$ cat config.mk
export PLATFORM = sky130hd
export DESIGN_NAME = multilevel_ready_queue_top
export DESIGN_NICKNAME = d
export VERILOG_FILES = /design/src/design/mlrq_pkg.sv /design/src/design/mlrq_shift_q.sv /design/src/design/mlrq_datapath.sv /design/src/design/mlrq_ctrl.sv /design/src/design/multilevel_ready_queue_top.sv
export SDC_FILE = /design/constraint.sdc
export NUM_CORES = 2
export LEC_CHECK = 0
export BUFFER_PORTS_ARGS = -buffer_cell sky130_fd_sc_hd__buf_2
export CAP_MARGIN = 20
export CORE_AREA = 2 2 377 379
export CTS_CLUSTER_DIAMETER = 80
export DETAILED_ROUTE_END_ITERATION = 8
export DIE_AREA = 0 0 379 381
export GPL_ROUTABILITY_DRIVEN = 0
export GPL_TIMING_DRIVEN = 0
export SYNTH_ARGS = -nofsm -noshare
export SYNTH_HDL_FRONTEND = slang
export SYNTH_HIERARCHICAL = 1
export SYNTH_SLANG_ARGS = --single-unit
$ cat constraint.sdc
create_clock -name clk_i -period 7.95 [get_ports clk_i]
set_input_delay 0.795 -clock clk_i [delete_from_list [all_inputs] [get_ports clk_i]]
set_output_delay 0.795 -clock clk_i [all_outputs]
set_load 0.01 [all_outputs]
$ cat src/design/mlrq_pkg.sv
// shared types and codes for the multilevel ready queue
// no dependencies; imported by every module of the block
package mlrq_pkg;

  localparam int unsigned QUEUE_DEPTH_DEF = 16;
  localparam int unsigned ID_BITS_DEF     = 8;

  localparam int unsigned TASK_ID_W = 8;
  localparam int unsigned LEVEL_W   = 2;
  localparam int unsigned PRIO_W    = 8;
  localparam int unsigned TIME_W    = 16;
  localparam int unsigned STATUS_W  = 2;

  localparam logic KIND_ENQ = 1'b0;
  localparam logic KIND_DEQ = 1'b1;

  localparam logic [LEVEL_W-1:0] LVL_NONE = 2'd0;
  localparam logic [LEVEL_W-1:0] LVL_1    = 2'd1;
  localparam logic [LEVEL_W-1:0] LVL_2    = 2'd2;
  localparam logic [LEVEL_W-1:0] LVL_3    = 2'd3;

  localparam logic [STATUS_W-1:0] STATUS_ENQUEUED = 2'd0;
  localparam logic [STATUS_W-1:0] STATUS_DEQUEUED = 2'd1;
  localparam logic [STATUS_W-1:0] STATUS_EMPTY    = 2'd2;
  localparam logic [STATUS_W-1:0] STATUS_FULL     = 2'd3;

  // commands from the controller to the datapath
  typedef struct packed {
    logic load;
    logic compare;
    logic commit;
  } cmd_t;

endpackage

$ cat src/design/mlrq_shift_q.sv
// one ready queue kept in order as a row of shift cells
// a new entry goes in front of the first cell whose key is larger; uses mlrq_pkg
module mlrq_shift_q #(
  parameter int unsigned DEPTH    = 16,
  parameter int unsigned KEY_BITS = 16,
  parameter int unsigned ID_W     = 8,
  parameter int unsigned CNT_W    = 5
) (
  input  logic                clk_i,
  input  logic                rst_ni,
  input  logic                cmp_i,
  input  logic                ins_i,
  input  logic                pop_i,
  input  logic [KEY_BITS-1:0] new_key_i,
  input  logic [ID_W-1:0]     new_id_i,
  output logic                full_o,
  output logic                empty_o,
  output logic [ID_W-1:0]     front_id_o
);
  import mlrq_pkg::*;

  logic [KEY_BITS-1:0] key_q [DEPTH];
  logic [ID_W-1:0]     id_q  [DEPTH];
  logic [CNT_W-1:0]    count_q, count_d;
  logic [DEPTH-1:0]    before_q, before_d;
  logic [DEPTH-1:0]    in_use, goes_ahead, take_new, shift_in;

  always_comb begin
    for (int i = 0; i < DEPTH; i++) begin
      in_use[i]     = CNT_W'(i) < count_q;
      before_d[i]   = in_use[i] && (new_key_i < key_q[i]);
      // new entry lands at or ahead of this cell
      goes_ahead[i] = before_q[i] || !in_use[i];
    end
    take_new[0] = goes_ahead[0];
    shift_in[0] = 1'b0;
    for (int i = 1; i < DEPTH; i++) begin
      take_new[i] = goes_ahead[i] && !goes_ahead[i-1];
      shift_in[i] = before_q[i-1];
    end
  end

  always_comb begin
    count_d = count_q;
    if (pop_i) begin
      count_d = count_q - CNT_W'(1);
    end else if (ins_i) begin
      count_d = count_q + CNT_W'(1);
    end
  end

  always_ff @(posedge clk_i or negedge rst_ni) begin
    if (!rst_ni) begin
      count_q <= '0;
    end else begin
      count_q <= count_d;
    end
  end

  always_ff @(posedge clk_i) begin
    if (cmp_i) begin
      before_q <= before_d;
    end
    if (pop_i) begin
      for (int i = 0; i < DEPTH - 1; i++) begin
        key_q[i] <= key_q[i+1];
        id_q[i]  <= id_q[i+1];
      end
    end else if (ins_i) begin
      if (take_new[0]) begin
        key_q[0] <= new_key_i;
        id_q[0]  <= new_id_i;
      end
      for (int i = 1; i < DEPTH; i++) begin
        if (take_new[i]) begin
          key_q[i] <= new_key_i;
          id_q[i]  <= new_id_i;
        end else if (shift_in[i]) begin
          key_q[i] <= key_q[i-1];
          id_q[i]  <= id_q[i-1];
        end
      end
    end
  end

  assign full_o     = count_q == CNT_W'(DEPTH);
  assign empty_o    = count_q == '0;
  assign front_id_o = id_q[0];

  a_count_bound: assert property (@(posedge clk_i) disable iff (!rst_ni)
    count_q <= CNT_W'(DEPTH))
    else $error("queue count beyond depth");
  a_no_ins_pop: assert property (@(posedge clk_i) disable iff (!rst_ni)
    !(ins_i && pop_i))
    else $error("insert and pop in one cycle");
  a_ins_room: assert property (@(posedge clk_i) disable iff (!rst_ni)
    ins_i |-> !full_o)
    else $error("insert into full queue");
  a_pop_some: assert property (@(posedge clk_i) disable iff (!rst_ni)
    pop_i |-> !empty_o)
    else $error("pop from empty queue");

endmodule

$ cat src/design/mlrq_datapath.sv
// datapath: item register, the three level queues and the result register
// depends on mlrq_pkg and mlrq_shift_q
module mlrq_datapath #(
  parameter int unsigned QUEUE_DEPTH = mlrq_pkg::QUEUE_DEPTH_DEF,
  parameter int unsigned ID_BITS     = mlrq_pkg::ID_BITS_DEF
) (
  input  logic                            clk_i,
  input  logic                            rst_ni,
  input  mlrq_pkg::cmd_t                  cmd_i,
  input  logic                            kind_i,
  input  logic [mlrq_pkg::TASK_ID_W-1:0]  task_id_i,
  input  logic [mlrq_pkg::LEVEL_W-1:0]    task_level_i,
  input  logic [mlrq_pkg::PRIO_W-1:0]     task_priority_i,
  input  logic [mlrq_pkg::TIME_W-1:0]     remaining_time_i,
  output logic [mlrq_pkg::STATUS_W-1:0]   status_o,
  output logic [mlrq_pkg::TASK_ID_W-1:0]  out_task_id_o,
  output logic [mlrq_pkg::LEVEL_W-1:0]    out_level_o
);
  import mlrq_pkg::*;

  // stored id bits: the port carries eight, the slice keeps the low ID_BITS of them, at most eight
  localparam int unsigned ID_W  = (ID_BITS < TASK_ID_W) ? ID_BITS : TASK_ID_W;
  localparam int unsigned CNT_W = $clog2(QUEUE_DEPTH + 1);
  localparam int unsigned K2_W  = PRIO_W + ID_W;

  logic                kind_q;
  logic [ID_W-1:0]     id_q;
  logic [LEVEL_W-1:0]  level_q;
  logic [PRIO_W-1:0]   prio_q;
  logic [TIME_W-1:0]   time_q;

  logic [STATUS_W-1:0]  status_q, status_d;
  logic [TASK_ID_W-1:0] oid_q, oid_d;
  logic [LEVEL_W-1:0]   olev_q, olev_d;

  logic [2:0]      ins, pop, full, empty;
  logic [ID_W-1:0] front1, front2, front3;
  logic [K2_W-1:0] key2;

  // higher priority then lower id first, as one ascending key
  assign key2 = {~prio_q, id_q};

  always_ff @(posedge clk_i) begin
    if (cmd_i.load) begin
      kind_q  <= kind_i;
      id_q    <= task_id_i[ID_W-1:0];
      level_q <= task_level_i;
      prio_q  <= task_priority_i;
      time_q  <= remaining_time_i;
    end
    if (cmd_i.commit) begin
      status_q <= status_d;
      oid_q    <= oid_d;
      olev_q   <= olev_d;
    end
  end

  always_comb begin
    ins      = '0;
    pop      = '0;
    status_d = STATUS_EMPTY;
    oid_d    = '0;
    olev_d   = LVL_NONE;
    if (kind_q == KIND_ENQ) begin
      status_d = STATUS_ENQUEUED;
      case (level_q)
        LVL_1: begin
          if (full[0]) status_d = STATUS_FULL;
          else         ins[0]   = cmd_i.commit;
        end
        LVL_2: begin
          if (full[1]) status_d = STATUS_FULL;
          else         ins[1]   = cmd_i.commit;
        end
        default: begin
          if (full[2]) status_d = STATUS_FULL;
          else         ins[2]   = cmd_i.commit;
        end
      endcase
    end else if (!empty[0]) begin
      pop[0]   = cmd_i.commit;
      status_d = STATUS_DEQUEUED;
      oid_d    = TASK_ID_W'(front1);
      olev_d   = LVL_1;
    end else if (!empty[1]) begin
      pop[1]   = cmd_i.commit;
      status_d = STATUS_DEQUEUED;
      oid_d    = TASK_ID_W'(front2);
      olev_d   = LVL_2;
    end else if (!empty[2]) begin
      pop[2]   = cmd_i.commit;
      status_d = STATUS_DEQUEUED;
      oid_d    = TASK_ID_W'(front3);
      olev_d   = LVL_3;
    end
  end

  mlrq_shift_q #(
    .DEPTH(QUEUE_DEPTH), .KEY_BITS(TIME_W), .ID_W(ID_W), .CNT_W(CNT_W)
  ) u_level1 (
    .clk_i, .rst_ni, .cmp_i(cmd_i.compare), .ins_i(ins[0]), .pop_i(pop[0]),
    .new_key_i(time_q), .new_id_i(id_q),
    .full_o(full[0]), .empty_o(empty[0]), .front_id_o(front1)
  );

  mlrq_shift_q #(
    .DEPTH(QUEUE_DEPTH), .KEY_BITS(K2_W), .ID_W(ID_W), .CNT_W(CNT_W)
  ) u_level2 (
    .clk_i, .rst_ni, .cmp_i(cmd_i.compare), .ins_i(ins[1]), .pop_i(pop[1]),
    .new_key_i(key2), .new_id_i(id_q),
    .full_o(full[1]), .empty_o(empty[1]), .front_id_o(front2)
  );

  // fifo level: a constant key never sorts ahead, so entries go to the tail
  mlrq_shift_q #(
    .DEPTH(QUEUE_DEPTH), .KEY_BITS(1), .ID_W(ID_W), .CNT_W(CNT_W)
  ) u_level3 (
    .clk_i, .rst_ni, .cmp_i(cmd_i.compare), .ins_i(ins[2]), .pop_i(pop[2]),
    .new_key_i(1'b0), .new_id_i(id_q),
    .full_o(full[2]), .empty_o(empty[2]), .front_id_o(front3)
  );

  assign status_o      = status_q;
  assign out_task_id_o = oid_q;
  assign out_level_o   = olev_q;

  a_one_change: assert property (@(posedge clk_i) disable iff (!rst_ni)
    $countones({ins, pop}) <= 1)
    else $error("more than one queue changed for one beat");
  a_deq_level: assert property (@(posedge clk_i) disable iff (!rst_ni)
    cmd_i.commit && (status_d == STATUS_DEQUEUED) |-> olev_d != LVL_NONE)
    else $error("dequeue without source level");
  a_order_l1: assert property (@(posedge clk_i) disable iff (!rst_ni)
    pop[0] |-> kind_q == KIND_DEQ)
    else $error("level 1 popped on an enqueue beat");

endmodule

$ cat src/design/mlrq_ctrl.sv
// controller: sequences load, compare and commit for one beat, then strobes the result
// depends on mlrq_pkg
module mlrq_ctrl (
  input  logic           clk_i,
  input  logic           rst_ni,
  input  logic           start_i,
  output logic           busy_o,
  output logic           done_o,
  output mlrq_pkg::cmd_t cmd_o
);
  import mlrq_pkg::*;

  typedef enum logic [1:0] {
    S_IDLE,
    S_CMP,
    S_COMMIT,
    S_RESP
  } state_e;

  state_e state_q, state_d;
  logic   busy_q, busy_d;
  logic   done_q, done_d;

  always_comb begin
    state_d = state_q;
    case (state_q)
      S_IDLE:   if (start_i) state_d = S_CMP;
      S_CMP:    state_d = S_COMMIT;
      S_COMMIT: state_d = S_RESP;
      S_RESP:   state_d = S_IDLE;
      default:  state_d = S_IDLE;
    endcase
    busy_d = state_d != S_IDLE;
    done_d = state_d == S_RESP;
  end

  always_ff @(posedge clk_i or negedge rst_ni) begin
    if (!rst_ni) begin
      state_q <= S_IDLE;
      busy_q  <= 1'b0;
      done_q  <= 1'b0;
    end else begin
      state_q <= state_d;
      busy_q  <= busy_d;
      done_q  <= done_d;
    end
  end

  assign cmd_o.load    = start_i && !busy_q;
  assign cmd_o.compare = state_q == S_CMP;
  assign cmd_o.commit  = state_q == S_COMMIT;
  assign busy_o        = busy_q;
  assign done_o        = done_q;

  a_done_after_commit: assert property (@(posedge clk_i) disable iff (!rst_ni)
    done_o |-> $past(cmd_o.commit))
    else $error("result strobe without commit");
  a_single_strobe: assert property (@(posedge clk_i) disable iff (!rst_ni)
    done_o |=> !done_o)
    else $error("result strobe held");
  a_accept_busy: assert property (@(posedge clk_i) disable iff (!rst_ni)
    cmd_o.load |=> busy_o)
    else $error("accepted beat did not raise busy");

endmodule

$ cat src/design/multilevel_ready_queue_top.sv
// multilevel ready queue: three task queues behind a start/busy command port
// depends on mlrq_pkg, mlrq_ctrl and mlrq_datapath
//
// usage
//   a beat is taken at a rising edge with start high and busy low.
//   kind_i 0 enqueues task_id_i: level 1 sorted by remaining_time_i (ties in
//   arrival order), level 2 by task_priority_i high first then lower id,
//   any other level into the level 3 fifo. kind_i 1 dequeues the front task
//   of the first non-empty level.
//   every beat gives exactly one result, held on status_o, out_task_id_o
//   and out_level_o for the single cycle that done_o is high; the receiver
//   cannot hold it off.
//   sequence: an accepted beat runs a compare step across all cells of the
//   queues, a commit step that shifts the cells, then the result step with
//   done_o high; busy falls at the edge that ends the result step, and the
//   controller is back in idle before the next beat can be taken.
//   reset clears the three fill counts and the controller; queue cells
//   are not cleared and are only read below their count.
module multilevel_ready_queue_top #(
  parameter int unsigned QUEUE_DEPTH = mlrq_pkg::QUEUE_DEPTH_DEF,
  parameter int unsigned ID_BITS     = mlrq_pkg::ID_BITS_DEF
) (
  input  logic                            clk_i,
  input  logic                            rst_ni,
  input  logic                            start,
  output logic                            busy,
  output logic                            done_o,
  input  logic                            kind_i,
  input  logic [mlrq_pkg::TASK_ID_W-1:0]  task_id_i,
  input  logic [mlrq_pkg::LEVEL_W-1:0]    task_level_i,
  input  logic [mlrq_pkg::PRIO_W-1:0]     task_priority_i,
  input  logic [mlrq_pkg::TIME_W-1:0]     remaining_time_i,
  output logic [mlrq_pkg::STATUS_W-1:0]   status_o,
  output logic [mlrq_pkg::TASK_ID_W-1:0]  out_task_id_o,
  output logic [mlrq_pkg::LEVEL_W-1:0]    out_level_o
);
  import mlrq_pkg::*;

  cmd_t cmd;

  mlrq_ctrl u_ctrl (
    .clk_i, .rst_ni,
    .start_i(start),
    .busy_o(busy),
    .done_o,
    .cmd_o(cmd)
  );

  mlrq_datapath #(
    .QUEUE_DEPTH(QUEUE_DEPTH), .ID_BITS(ID_BITS)
  ) u_datapath (
    .clk_i, .rst_ni,
    .cmd_i(cmd),
    .kind_i, .task_id_i, .task_level_i, .task_priority_i, .remaining_time_i,
    .status_o, .out_task_id_o, .out_level_o
  );

endmodule
==> flow_summary.ini <==
[worst_setup_path]
rrSetupSlack_ns = 2.56
crit_type = reg -> reg
path_buf_inv = 8
rr_worst_depth = 14
required_ns = 8.40
worstPathCellList = buf_6 > clkbuf_1 > inv_1 > ha_1 > and3_1 > nor3b_1 > nor2b_2 > buf_2 > buf_4 > nand2_1 > clkbuf_1 > o311ai_2 > buf_6 > buf_4
crit_family = buffers and inverters
start_kind = register
slowest_delay_ns = 0.78
r2r_start = u_datapath/u_level2/count_q[1]$_DFFE_PN0P_
endpoint_kind = register
arrival_ns = 5.84
r2r-end = u_datapath/u_level2/key_q[0][20]$_DFFE_PP_
path_max_fanout = 10
critical-path-slowest-cell = nor3b_1

[synth]
yosysUniqueCellTypes = 91
synth_area_mm2 = 0.0629
synth_top_family_by_area = compound AO/OA/AOI/OAI gates
yosysSeqAreaShare_pct = 48.8
yosys_warnings = 6
synth_ff_type = edfxtp_1
synth-xor-area-share_pct = 0.167
ys_top_cells_by_count = 1,007 x edfxtp_1, 935 x nand2_1, 602 x a21oi_1
avgSynthCellArea_um2 = 10.0
synth_mux_area_share_pct = 5.00
synthAdderAreaFrac_pct = 9.88
synth_seq_cells = 1026
synth_top_area_share_pct = 48.1
netlist_top_cells_area = edfxtp_1 48%, ha_1 9.9%, nand2_1 5.6%
synth_most_common_cell = edfxtp_1
syn_nets = 6829
yosysTopAreaCell = edfxtp_1
syn_inst = 6294
ys_async_sr_fraction_pct = 1.85
synthSimpleGateAreaFrac_pct = 11.9
synth_edf_count = 1007
synth_compound_area_share_pct = 17.9

[clock_tree]
cts_buffers = 116
hold_buffers = 0
worst_skew_pair.late_latency_ns = 0.78
cts_tree = built
cts_root_buffer = clkbuf_16
clock_sinks = 1026
path_clk_slew_ns = 0.06
htree_levels = 3
cts.path.max_buffers = 3
cts_resized = 0
post_cts_buffers = 0

[flow_run]
maxCapViolations = 0

[place]
io_buffers = 51
dp.cells = 8299
place_worst_setup_slack_ns = 2.67
dp_hpwl_um = 165000

[sta]
finalHoldViolCount = 0
layout_min_cycle_time_ns = 5.39
finClkSkew_ns = 0.0415
relSlewSlack_pct = 19.6
rsz0062_at_grt = false
worst_slack_ns = 2.56
setup_viol = 0
timing.final.max_slew_violations = 0
fmax_mhz = 186
worstMarginPinSlew_ns = 1.21
period_share_pct = 67.8

[route]
viasPerCell = 6.12
dr.pass1.iters = 8
routed_wirelength_um = 218000
drt_iter0_drc = 5613
via_count = 52200
wl_per_cell_um = 25.5
drc = 0
drt.antenna.violating_nets = 0

[cells_and_area]
fin_nets = 7075
n_fill_cell = 13000
area_growth_pct = 13.0
drive_above_1_share_pct = 8.87
fin_cells = 8530

[grt]
grt_pass1_vias = 51600
grt_max_degree = 38
antenna_found_initial = 5
grt_usage_pct = 29.5
gr-total-overflow = 0
grt_first_pass_wirelength_um = 321000

[die]
pin_count = 52
fp.dieW_um = 379
dieArea_mm2 = 0.144
coreArea_mm2 = 0.141
die_h_um = 381
initial_core_util_pct = 44.8
fp-row-count = 138

[pwr]
power_density_mw_per_mm2 = 295
leakage_nw = 29.6
vdd_drop_max_v = 0.000200

[worst_hold_path]
hp-class = in -> async

[status]
status = finished clean
==> sequential cells by signal, summed over array words and instances (netlist names), 128 cells and up <==
name / count
u_datapath/u_level2/id_q: 128
u_datapath/u_level1/id_q: 128
u_datapath/u_level1/key_q: 256
u_datapath/u_level2/key_q: 256
u_datapath/u_level3/id_q: 128
==> report_power, final <==
group / switching, W / internal (W) / total (W)
Clock: 0.00234 / 0.00302 / 0.00536
Combinational: 0.00460 / 0.00251 / 0.00711
Sequential: 0.00101 / 0.00751 / 0.00852
Total: 0.00796 / 0.0130 / 0.0210
==> metal layers <==
layer / wire length (µm) / track usage (%) / share of wire [%]
met1: 86100 / 37.2 / 40
met3: 14600 / 3.52 / 6.7
met2: 105000 / 49.1 / 48
met4: 12500 / 15.8 / 5.7
met5: 0 / 0 / 0
==> kinds of logic after synthesis <==
kind of cell / Yosys count
fa+ha+maj: 497
buf+inv: 959
simple gates: 1712
other cells: 1
flops: 1026
xor+xnor: 12
compound gates: 1782
mux: 305
==> metrics by stage <==
step	total power (W)	setup TNS (ns)	cell area, µm²	util [%]	hold slack (ns)
after floorplan	0.0127	0	62900	-	0.491
after global placement	0.0150	-22.68	65500	46.6	0.498
after detailed placement	0.0155	0	67200	47.8	0.512
after CTS	0.0209	0	70800	50.4	0.0526
after global routing	0.0220	0	71100	50.6	0.122
final	0.0210	0	71100	50.6	0.0825
==> area by class of cell <==
class	count	area, µm²	area share, %
clock inverter	55	508	0.715
multi-input combinational	4309	28300	39.8
buffer	429	2000	2.81
clock buffer	161	3150	4.44
antenna	2	5.00	0.00704
timing repair buffer	128	2070	2.91
tap	1890	2360	3.33
sequential	1026	30700	43.2
inverter	530	1990	2.80
==> cells in the final DEF, fill, tap and decap left out, types with 73 or more instances in the layout <==
cell          n
a21oi_1     602
mux2_2       73
clkbuf_1    299
clkbuf_16   117
nor2_1      404
nand2_1     935
edfxtp_1   1007
mux2i_1     232
inv_1       527
o22ai_1     248
ha_1        496
o21ai_0     292
buf_2       152
a22oi_1     247
==> worst register-to-register path, stage by stage, from the launching register on <==
cell      delay, ns
dfrtp_1        0.47
buf_6          0.18
clkbuf_1       0.39
inv_1          0.19
ha_1           0.31
and3_1         0.30
nor3b_1        0.79
nor2b_2        0.42
buf_2          0.35
buf_4          0.33
nand2_1        0.14
clkbuf_1       0.34
o311ai_2       0.37
buf_6          0.26
buf_4          0.22
==> worst max path at each step <==
stage,from,endpoint,depth (start not counted)
after floorplan,u_datapath/u_level2/count_q[1]$_DFFE_PN0P_,u_datapath/u_level2/id_q[0][10]$_DFFE_PP_,9
after global placement,u_datapath/u_level2/count_q[1]$_DFFE_PN0P_,u_datapath/u_level2/key_q[0][26]$_DFFE_PP_,9
after detailed placement,u_datapath/u_level2/count_q[1]$_DFFE_PN0P_,u_datapath/u_level2/key_q[0][25]$_DFFE_PP_,14
after CTS,u_datapath/u_level2/count_q[1]$_DFFE_PN0P_,u_datapath/u_level2/key_q[0][26]$_DFFE_PP_,14
after global routing,u_datapath/u_level2/count_q[1]$_DFFE_PN0P_,u_datapath/u_level2/key_q[0][18]$_DFFE_PP_,14
final,u_datapath/u_level2/count_q[1]$_DFFE_PN0P_,u_datapath/u_level2/key_q[0][20]$_DFFE_PP_,14
No activity file was read; power rests on OpenSTA's default activity.
